<file path="config.mk">
export PLATFORM = sky130hd
export DESIGN_NAME = fexm_fmul
export DESIGN_NICKNAME = d
export VERILOG_FILES = /design/src/hw/rtl/fexm_pkg.sv /design/src/hw/rtl/fexm_fmul.sv
export SDC_FILE = /design/constraint.sdc
export NUM_CORES = 2
export LEC_CHECK = 0
export ABC_AREA = 1
export BUFFER_PORTS_ARGS = -buffer_cell sky130_fd_sc_hd__buf_2
export CORE_ASPECT_RATIO = 1.1
export CORE_UTILIZATION = 67
export DETAILED_ROUTE_END_ITERATION = 10
export MAX_ROUTING_LAYER = met4
export PLACE_DENSITY = 0.82
export SLEW_MARGIN = 10
export SYNTH_ARGS = -nofsm -noshare
export SYNTH_HDL_FRONTEND = slang
export SYNTH_SLANG_ARGS = --single-unit
</file>
<file path="constraint.sdc">
create_clock -name clk_i -period 15.5 [get_ports clk_i]
set_input_delay 1.55 -clock clk_i [delete_from_list [all_inputs] [get_ports clk_i]]
set_output_delay 1.55 -clock clk_i [all_outputs]
set_load 0.02 [all_outputs]
</file>
<file path="src/hw/rtl/fexm_pkg.sv">
// Package: constants and binary32 arithmetic helpers for the expm1 pipeline.
`timescale 1ns / 1ps
package fexm_pkg;

  localparam int unsigned NUM_STAGES = 15;

  localparam logic [31:0] X_FLOOR    = 32'hC18AA123;
  localparam logic [31:0] MAGIC_BIAS = 32'h4A4001FC;
  localparam logic [31:0] NEG_MAGIC  = 32'hCA4001FC;
  localparam logic [31:0] LOG2E      = 32'h3FB8AA3B;
  localparam logic [31:0] NEG_LN2_HI = 32'hBF317200;
  localparam logic [31:0] NEG_LN2_LO = 32'hB5BFBE8E;
  localparam logic [31:0] COEF_C4    = 32'h3D2AA7CD;
  localparam logic [31:0] COEF_C3    = 32'h3E2AB841;
  localparam logic [31:0] COEF_C2    = 32'h3F000001;
  localparam logic [31:0] NEG_ONE    = 32'hBF800000;
  localparam logic [31:0] QNAN       = 32'h7FC00000;
  localparam logic [31:0] DEF_NAN    = 32'hFFC00000;
  localparam logic [31:0] QUIET_BIT  = 32'h00400000;

  // 2^(k/4) for k = 0..3
  localparam logic [31:0] FRAC_TBL [4] = '{
    32'h3F800000, 32'h3F9837F0, 32'h3FB504F3, 32'h3FD744FD
  };

  function automatic logic is_nan(input logic [31:0] v);
    return (v[30:23] == 8'hFF) && (v[22:0] != 23'd0);
  endfunction

  // Leading zero count of a nonzero 48-bit word
  function automatic logic [5:0] lzc48(input logic [47:0] v);
    logic [5:0] lz;
    lz = 6'd48;
    for (int i = 0; i < 48; i++) begin
      if (v[i]) lz = 6'(47 - i);
    end
    return lz;
  endfunction

  // Round to nearest even and pack; m has its leading one at bit 47
  function automatic logic [31:0] round_pack(input logic sgn, input logic signed [10:0] e,
                                             input logic [47:0] m);
    logic [5:0]  sh;
    logic [47:0] ms;
    logic        stk;
    logic        inc;
    logic [7:0]  ee;
    logic [31:0] r;
    sh  = 6'd0;
    ms  = m;
    stk = 1'b0;
    ee  = 8'd0;
    if (e > 11'sd254) begin
      r = {sgn, 8'hFF, 23'd0};
    end else begin
      if (e < 11'sd1) begin
        // subnormal result: denormalize with sticky
        sh  = (e < -11'sd62) ? 6'd63 : 6'(11'sd1 - e);
        ms  = m >> sh;
        stk = ((ms << sh) != m);
        ee  = 8'd0;
      end else begin
        ee  = e[7:0];
      end
      inc = ms[23] & ((|ms[22:0]) | stk | ms[24]);
      r   = {sgn, ee, ms[46:24]} + {31'd0, inc};
    end
    return r;
  endfunction

  function automatic logic [31:0] fp_mul(input logic [31:0] a, input logic [31:0] b);
    logic        an, bn, ai, bi, az, bz, sgn;
    logic [7:0]  ea, eb;
    logic [23:0] ma, mb;
    logic [47:0] p;
    logic [5:0]  lz;
    logic signed [10:0] e;
    logic [31:0] r;
    an  = is_nan(a);
    bn  = is_nan(b);
    ai  = (a[30:23] == 8'hFF) && (a[22:0] == 23'd0);
    bi  = (b[30:23] == 8'hFF) && (b[22:0] == 23'd0);
    az  = (a[30:0] == 31'd0);
    bz  = (b[30:0] == 31'd0);
    sgn = a[31] ^ b[31];
    ea  = (a[30:23] == 8'd0) ? 8'd1 : a[30:23];
    eb  = (b[30:23] == 8'd0) ? 8'd1 : b[30:23];
    ma  = {a[30:23] != 8'd0, a[22:0]};
    mb  = {b[30:23] != 8'd0, b[22:0]};
    p   = {24'd0, ma} * {24'd0, mb};
    lz  = lzc48(p);
    e   = $signed({3'd0, ea}) + $signed({3'd0, eb}) - 11'sd126 - $signed({5'd0, lz});
    if (an || bn || (ai && bz) || (bi && az)) begin
      r = QNAN;
    end else if (ai || bi) begin
      r = {sgn, 8'hFF, 23'd0};
    end else if (az || bz) begin
      r = {sgn, 31'd0};
    end else begin
      r = round_pack(sgn, e, p << lz);
    end
    return r;
  endfunction

  function automatic logic [31:0] fp_add(input logic [31:0] a, input logic [31:0] b);
    logic        ai, bi;
    logic [31:0] big, sml, r;
    logic [7:0]  ebig, esml, d;
    logic [26:0] mbx, msx, msh;
    logic        stk;
    logic [27:0] sum;
    logic [5:0]  lz;
    logic signed [10:0] e;
    ai = (a[30:23] == 8'hFF) && (a[22:0] == 23'd0);
    bi = (b[30:23] == 8'hFF) && (b[22:0] == 23'd0);
    if (a[30:0] >= b[30:0]) begin
      big = a;
      sml = b;
    end else begin
      big = b;
      sml = a;
    end
    ebig = (big[30:23] == 8'd0) ? 8'd1 : big[30:23];
    esml = (sml[30:23] == 8'd0) ? 8'd1 : sml[30:23];
    d    = ebig - esml;
    mbx  = {big[30:23] != 8'd0, big[22:0], 3'b000};
    msx  = {sml[30:23] != 8'd0, sml[22:0], 3'b000};
    msh  = msx >> d;
    stk  = ((msh << d) != msx);
    msh  = msh | {26'd0, stk};
    if (big[31] ^ sml[31]) sum = {1'b0, mbx} - {1'b0, msh};
    else                   sum = {1'b0, mbx} + {1'b0, msh};
    lz = lzc48({sum, 20'd0});
    e  = $signed({3'd0, ebig}) + 11'sd1 - $signed({5'd0, lz});
    if (is_nan(a) || is_nan(b) || (ai && bi && (a[31] != b[31]))) begin
      r = QNAN;
    end else if (ai) begin
      r = a;
    end else if (bi) begin
      r = b;
    end else if (sum == 28'd0) begin
      r = {big[31] & sml[31], 31'd0};
    end else begin
      r = round_pack(big[31], e, {sum, 20'd0} << lz);
    end
    return r;
  endfunction

endpackage

</file>
<file path="src/hw/rtl/fexm_fmul.sv">
// Registered binary32 multiplier stage.
`timescale 1ns / 1ps
module fexm_fmul (
  input  logic        clk_i,
  input  logic        en_i,
  input  logic [31:0] a_i,
  input  logic [31:0] b_i,
  output logic [31:0] y_o
);
  import fexm_pkg::*;

  logic [31:0] y_q;

  // product, rounded to nearest even
  always_ff @(posedge clk_i) begin
    if (en_i) y_q <= fp_mul(a_i, b_i);
  end

  assign y_o = y_q;
endmodule

</file>
After elaboration in Yosys (flattened, before gate mapping)
Index checks and enable logic that the tools add are counted.
W data, S select, Z words.
{ "word_totals": {"mem_bits_rw": 0, "rom_bits": 0, "regBits": 32, "latchBits": 0, "elab_cells": 119, "n_memories": 0} }
{ "op_classes": {"n_mul": 1, "muxes": 73, "n_lt_le_gt_ge": 3, "shift": 3, "bitwise_logic": 4, "n_addsub": 5, "eq_ne": 3, "n_reduce_logical": 24, "n_div": 0} }
{ "op_table": {"columns": ["cell", "n"], "rows": [
  ["$mux W6", 49],
  ["$mux W47", 6],
  ["$mux W32", 3],
  ["$shl A48 B6 Y48", 2],
  ["$mux W8", 8],
  ["$logic_not A31 Y1", 2],
  ["$mul A24 B24 Y48", 1],
  ["$ne A48 B48 Y1", 1],
  ["$shr A48 B6 Y48", 1],
  ["$logic_not A23 Y1", 2],
  ["$reduce_bool A23 Y1", 2],
  ["$add A32 B1 Y32", 1],
  ["$reduce_or A23 Y1", 1],
  ["$eq A8 B8 Y1 const B", 2],
  ["$logic_not A8 Y1", 2],
  ["$reduce_bool A8 Y1", 2],
  ["$gt A11 B9 Y1 const B", 1],
  ["$lt A11 B2 Y1 const B", 1],
  ["$lt A11 B7 Y1 const B", 1],
  ["$sub A10 B7 Y11", 1],
  ["$sub A9 B7 Y10 const B", 1],
  ["$add A8 B8 Y9", 1],
  ["$logic_and A1 B1 Y1", 6],
  ["$mux W1", 6],
  ["8 further kinds", 13]
]} }

Longest topological paths before layout
{ "logic_depth": {"word_depth": 70, "mapped_depth": 103, "ltp_nobuf": 98} }

Worst setup path before layout
OpenSTA, ideal clock, no wires.
{ "synth_path": {"path_type": "input to register", "start": "in a_i[26]", "end": "reg y_q[30] (netlist: y_o[30]) (data pin)", "cell_stages": 80, "setup_ns": 0.267, "path_buffers": 3, "slack_ns": 2.020, "required_time_ns": 15.233, "arrival_time_ns": 13.213, "path_cell_list": "nor4_1 -> nand4_1 -> inv_1 -> clkbuf_1 -> nor2_1 -> fa_1 -> inv_1 -> fa_1 -> fa_1 -> fa_1 -> fa_1 -> fa_1 -> fa_1 -> inv_1 -> ha_1 -> nand2_1 -> nor2_1 -> nand2_1 -> [44 not listed] -> nand2_1 -> o21ai_2 -> nor2_2 -> ha_1 -> nand2_2 -> nor2_4 -> nand3_2 -> nor2_2 -> inv_2 -> nor2_4 -> inv_2 -> nor2_2 -> nand2_1 -> nor3b_1 -> nand2_1 -> xnor2_1 -> o21ai_1 -> nand2_1"} }
{ "synth_via": {"elab_chain_cells": 46, "elab_cells_between_ends": 79, "classes_between": "add/sub (5); mul (1); order compare (3); eq/ne (2); shift (3); mux (48); bitwise (3); reduce/logical (14)"} }
{ "synth_rtl": {"columns": ["item", "line", "source"], "rows": [
  ["start: declaration", "fexm_fmul.sv:6", "input logic [31:0] a_i,"],
  ["$reduce_bool A8 Y1", "fexm_pkg.sv:88", "ma = {a[30:23] != 8'd0, a[22:0]};"],
  ["$mul A24 B24 Y48", "fexm_pkg.sv:90", "p = {24'd0, ma} * {24'd0, mb};"],
  ["$mux W6 (25 in a row)", "fexm_pkg.sv:35", "if (v[i]) lz = 6'(47 - i);"],
  ["$mux W6", "fexm_fmul.sv:16", "if (en_i) y_q <= fp_mul(a_i, b_i);"],
  ["$sub A10 B7 Y11", "fexm_pkg.sv:92", "e = $signed({3'd0, ea}) + $signed({3'd0, eb}) - 11'sd126 - $signed({5'd0, lz});"],
  ["$lt A11 B7 Y1 / $sub A2 B6 Y6 (equally long branches)", "fexm_pkg.sv:58", "sh = (e < -11'sd62) ? 6'd63 : 6'(11'sd1 - e);"],
  ["$mux W6", "fexm_pkg.sv:58", null],
  ["$shr A48 B6 Y48", "fexm_pkg.sv:59", "ms = m >> sh;"],
  ["[5 not listed]", null, null],
  ["$mux W1", "fexm_pkg.sv:95", "end else if (ai || bi) begin"],
  ["$mux W1", "fexm_pkg.sv:93", "if (an || bn || (ai && bz) || (bi && az)) begin"],
  ["$mux W1", "fexm_fmul.sv:16", null],
  ["$or A1 B1 Y1 (2 in a row)", "fexm_pkg.sv:65", "inc = ms[23] & ((|ms[22:0]) | stk | ms[24]);"],
  ["$and A1 B1 Y1", "fexm_pkg.sv:65", null],
  ["$add A32 B1 Y32", "fexm_pkg.sv:66", "r = {sgn, ee, ms[46:24]} + {31'd0, inc};"],
  ["$mux W32", "fexm_pkg.sv:53", "if (e > 11'sd254) begin"],
  ["$mux W32", "fexm_pkg.sv:97", "end else if (az || bz) begin"],
  ["end signal: assignment", "fexm_fmul.sv:16", null],
  ["end: declaration", "fexm_fmul.sv:12", "logic [31:0] y_q;"]
]} }
Several ways; a longest one is shown, not always the timed one. The select of a mux whose other input is x is not followed.
A chain may end at the register's enable or synchronous reset.

Final worst setup path
{ "layout_path": {"start": "in b_i[30]", "end": "reg y_q[0] (netlist: y_o[0]) (data pin)"} }
{ "layout_via": {"elab_chain_cells": 44, "elab_cells_between_ends": 71, "classes_between": "add/sub (5); mul (1); order compare (3); eq/ne (2); shift (3); mux (40); bitwise (3); reduce/logical (14)"} }
{ "layout_rtl": {"columns": ["item", "line", "source"], "rows": [
  ["start: declaration", "fexm_fmul.sv:7", "input logic [31:0] b_i,"],
  ["$reduce_bool A8 Y1", "fexm_pkg.sv:89", "mb = {b[30:23] != 8'd0, b[22:0]};"],
  ["$mul A24 B24 Y48", "fexm_pkg.sv:90", null],
  ["$mux W6 (25 in a row)", "fexm_pkg.sv:35", null],
  ["$mux W6", "fexm_fmul.sv:16", null],
  ["$sub A10 B7 Y11", "fexm_pkg.sv:92", null],
  ["$lt A11 B7 Y1 / $sub A2 B6 Y6 (equally long branches)", "fexm_pkg.sv:58", null],
  ["$mux W6", "fexm_pkg.sv:58", null],
  ["$shr A48 B6 Y48", "fexm_pkg.sv:59", null],
  ["[3 not listed]", null, null],
  ["$mux W1", "fexm_pkg.sv:53", null],
  ["$mux W1", "fexm_pkg.sv:97", null],
  ["$mux W1", "fexm_pkg.sv:95", null],
  ["$mux W1", "fexm_pkg.sv:93", null],
  ["$mux W1", "fexm_fmul.sv:16", null],
  ["$or A1 B1 Y1 (2 in a row)", "fexm_pkg.sv:65", null],
  ["$and A1 B1 Y1", "fexm_pkg.sv:65", null],
  ["$add A32 B1 Y32", "fexm_pkg.sv:66", null]
]} }
Several ways; a longest one is shown, not always the timed one. The select of a mux whose other input is x is not followed.

==> metrics <==
outcome complete, no violations; worst relative slew slack 29.1%; endpoints failing hold 0; RSZ-0062 raised after global routing false; most used cell, CP nand2_1; core area 49,200 um2; share of layout cells above drive strength 1 6.08%; Synth Register Bits 32; # IOs 98; Sum Neg Setup Slack 0 ns; max-cap viol count 0; Post-synth ARST share 0%; global-route wire length before repair 193,000 um; largest net degree at the start of global routing 73; Crit path largest cell delay 0.52 ns; # port buffers 97; syn nets 6,114; Synth Area in Simple Gates 37.8%; critical path's slowest cell fa_1; setup ws final 0.643 ns; Via density 6.18; Die Wd 215 um; Hold Buf Count CTS 0; Clk pin slew, worst setup/hold paths 0.05 ns; post-synth top area share 28.9%; register area share after synthesis 2.86%; via count 36,500; final number of setup-violating endpoints 0; CTS Root Cell clkbuf_16; Compound-Gate Fraction of Synth Area 4.83%; CTS Buf Count 5; minimum clock period 14.86 ns; drt first pass iters 10; P&R area growth vs syn 3.42%; CP max FO 24; Critical Path RT 15.52 ns; die height 237 um; DR iter-0 viols 5,741; antenna viol nets, final 0; Synth Area in Adders 36.2%; CP arrival 14.87 ns; CP Class primary input to flop; DR DRC count 0; Hold Path Stages 4; hold path start a_i[31]; CTS tree built; synthesized area 33,600 um2; GRT Resource Usage Total 49.9%; Slew @ Worst Pin 1.06 ns; mux cell area share after synthesis 0%; Clock Path Buffers 2; Hold Path End y_o[31]$_SDFFCE_PP0P_; Synth Warn # 0; hold slack 1.73 ns; dominant cells by area after synthesis fa_1 (29%), nand2_1 (16%), nand3_1 (15%); Seq. cell area 961 um2; CP startpoint kind primary input; Synth area leader fa_1; syn avg cell area 6.25 um2; post-synthesis cell count 5,367; placed inst area 34,400 um2; max reg flops 32; area occupied by multi-input gates 27,100 um2; Worst Setup End Kind flop; Slew Limit Fails 0; initial antenna violation count 3; largest family of logic cells by synthesized area simple AND/OR/NAND/NOR gates; fmax 67.3 MHz; Place WS 0.213 ns; fill count 4,129; synth cell count leaders nand2_1 (1,450), inv_1 (1,133), nand3_1 (1,021), fa_1 (484), ha_1 (197); hpwl dp 98,300 um; DIE AREA 51,000 um2; Post-synth EDFFs 32; prevailing post-synth register cell edfxtp_1; most common cell in the netlist nand2_1; Detailed Route WL 123,000 um; Nets 6,005; # H-tree levels 2; drt wl/cell 20.8 um; fin crit share 95.9%; Synth cell types 67; vias in the first global route 35,800; Final Cell Area 34,700 um2; initial core utilization 68.1%; FP Rows 85; Worst Hold Class primary input to flop; XOR/XNOR share of the synthesized area 1.54%; gpl congestion 1.21; grt ovf 0; clock sinks 32
-- timing repair --
item | in CTS | in global routing
gates resized for setup | 0 | 42
hold endpoints to repair | 0 | 0
endpoints found under the setup margin | 0 | 22
buffers inserted | 0 | 1
-- how the worst max path moves through the flow --
| stage | cells past startpoint | slack, ns | startpoint | endpoint |
|---|---|---|---|---|
| floorplan | 80 | 2.02 | a_i[26] | y_o[30]$_SDFFCE_PP1P_ |
| global placement | 70 | 0.55 | b_i[30] | y_o[30]$_SDFFCE_PP1P_ |
| detailed placement | 70 | 0.21 | b_i[30] | y_o[30]$_SDFFCE_PP1P_ |
| CTS | 70 | 0.46 | b_i[30] | y_o[30]$_SDFFCE_PP1P_ |
| global route | 79 | 0.008 | a_i[10] | y_o[28]$_SDFFCE_PP1P_ |
| finish | 72 | 0.64 | b_i[30] | y_o[0]$_SDFFCE_PP0P_ |
-- cells in the final DEF (no fill, tap or decap), types with 16 or more instances in the layout --
cell	Yosys	routed
buf_4	2	78
o21ai_0	71	71
fa_1	484	484
nor4_1	18	16
ha_1	197	197
nor2_1	194	194
nand3_1	1021	1021
nand2_1	1450	1450
o21ai_1	27	27
a21oi_1	101	98
clkbuf_4	0	21
buf_2	46	76
xor2_1	34	32
nand2_2	20	20
inv_1	1133	1131
edfxtp_1	32	32
nor3_1	21	21
nand4_1	87	87
inv_2	21	23
-- metrics by stage --
stage	util [%]	std cells
2_1_floorplan	-	5367
3_3_place_gp	69.8	5902
5_1_grt	70.5	5916
4_1_cts	70.1	5910
6_report	70.5	5918
3_5_place_dp	69.8	5902
-- per-layer routing --
| layer | global-route usage [%] | wire (um) | vias up |
|---|---|---|---|
| met4 | 22.1 | 6810 | 0 |
| li1 | - | - | 16300 |
| met3 | 18.5 | 19600 | 613 |
| met2 | 69.9 | 50500 | 2788 |
| met1 | 64.2 | 46100 | 16800 |
| met5 | - | 0 | - |
-- cell type report --
class / count / share of cell area [%]
Multi-Input combinational cell: 3874 / 78.0
Inverter: 1160 / 12.6
Timing Repair Buffer: 185 / 3.76
Sequential cell: 32 / 2.77
Tap cell: 652 / 2.35
Clock buffer: 5 / 0.361
Clock inverter: 3 / 0.108
Antenna cell: 7 / 0.0505
-- cell families after synthesis --
| logic type | Yosys count |
|---|---|
| buffers and inverters | 1461 |
| DFF | 32 |
| and+or+nand+nor | 2869 |
| adders and majority gates | 681 |
| xor gates and xnor gates | 53 |
| AOI/OAI and AO/OA | 271 |
-- worst max-delay path: cells and delay by family --
kind / cells / cell delay (ns)
AOI/OAI and AO/OA: 8 / 1.47
xor gates and xnor gates: 1 / 0.27
adders and majority gates: 9 / 3.96
buffers and inverters: 16 / 2.16
and+or+nand+nor: 38 / 5.42
Power is not shown: default switching activity piles up to over one toggle a cycle in this logic, so the estimate is an artifact.
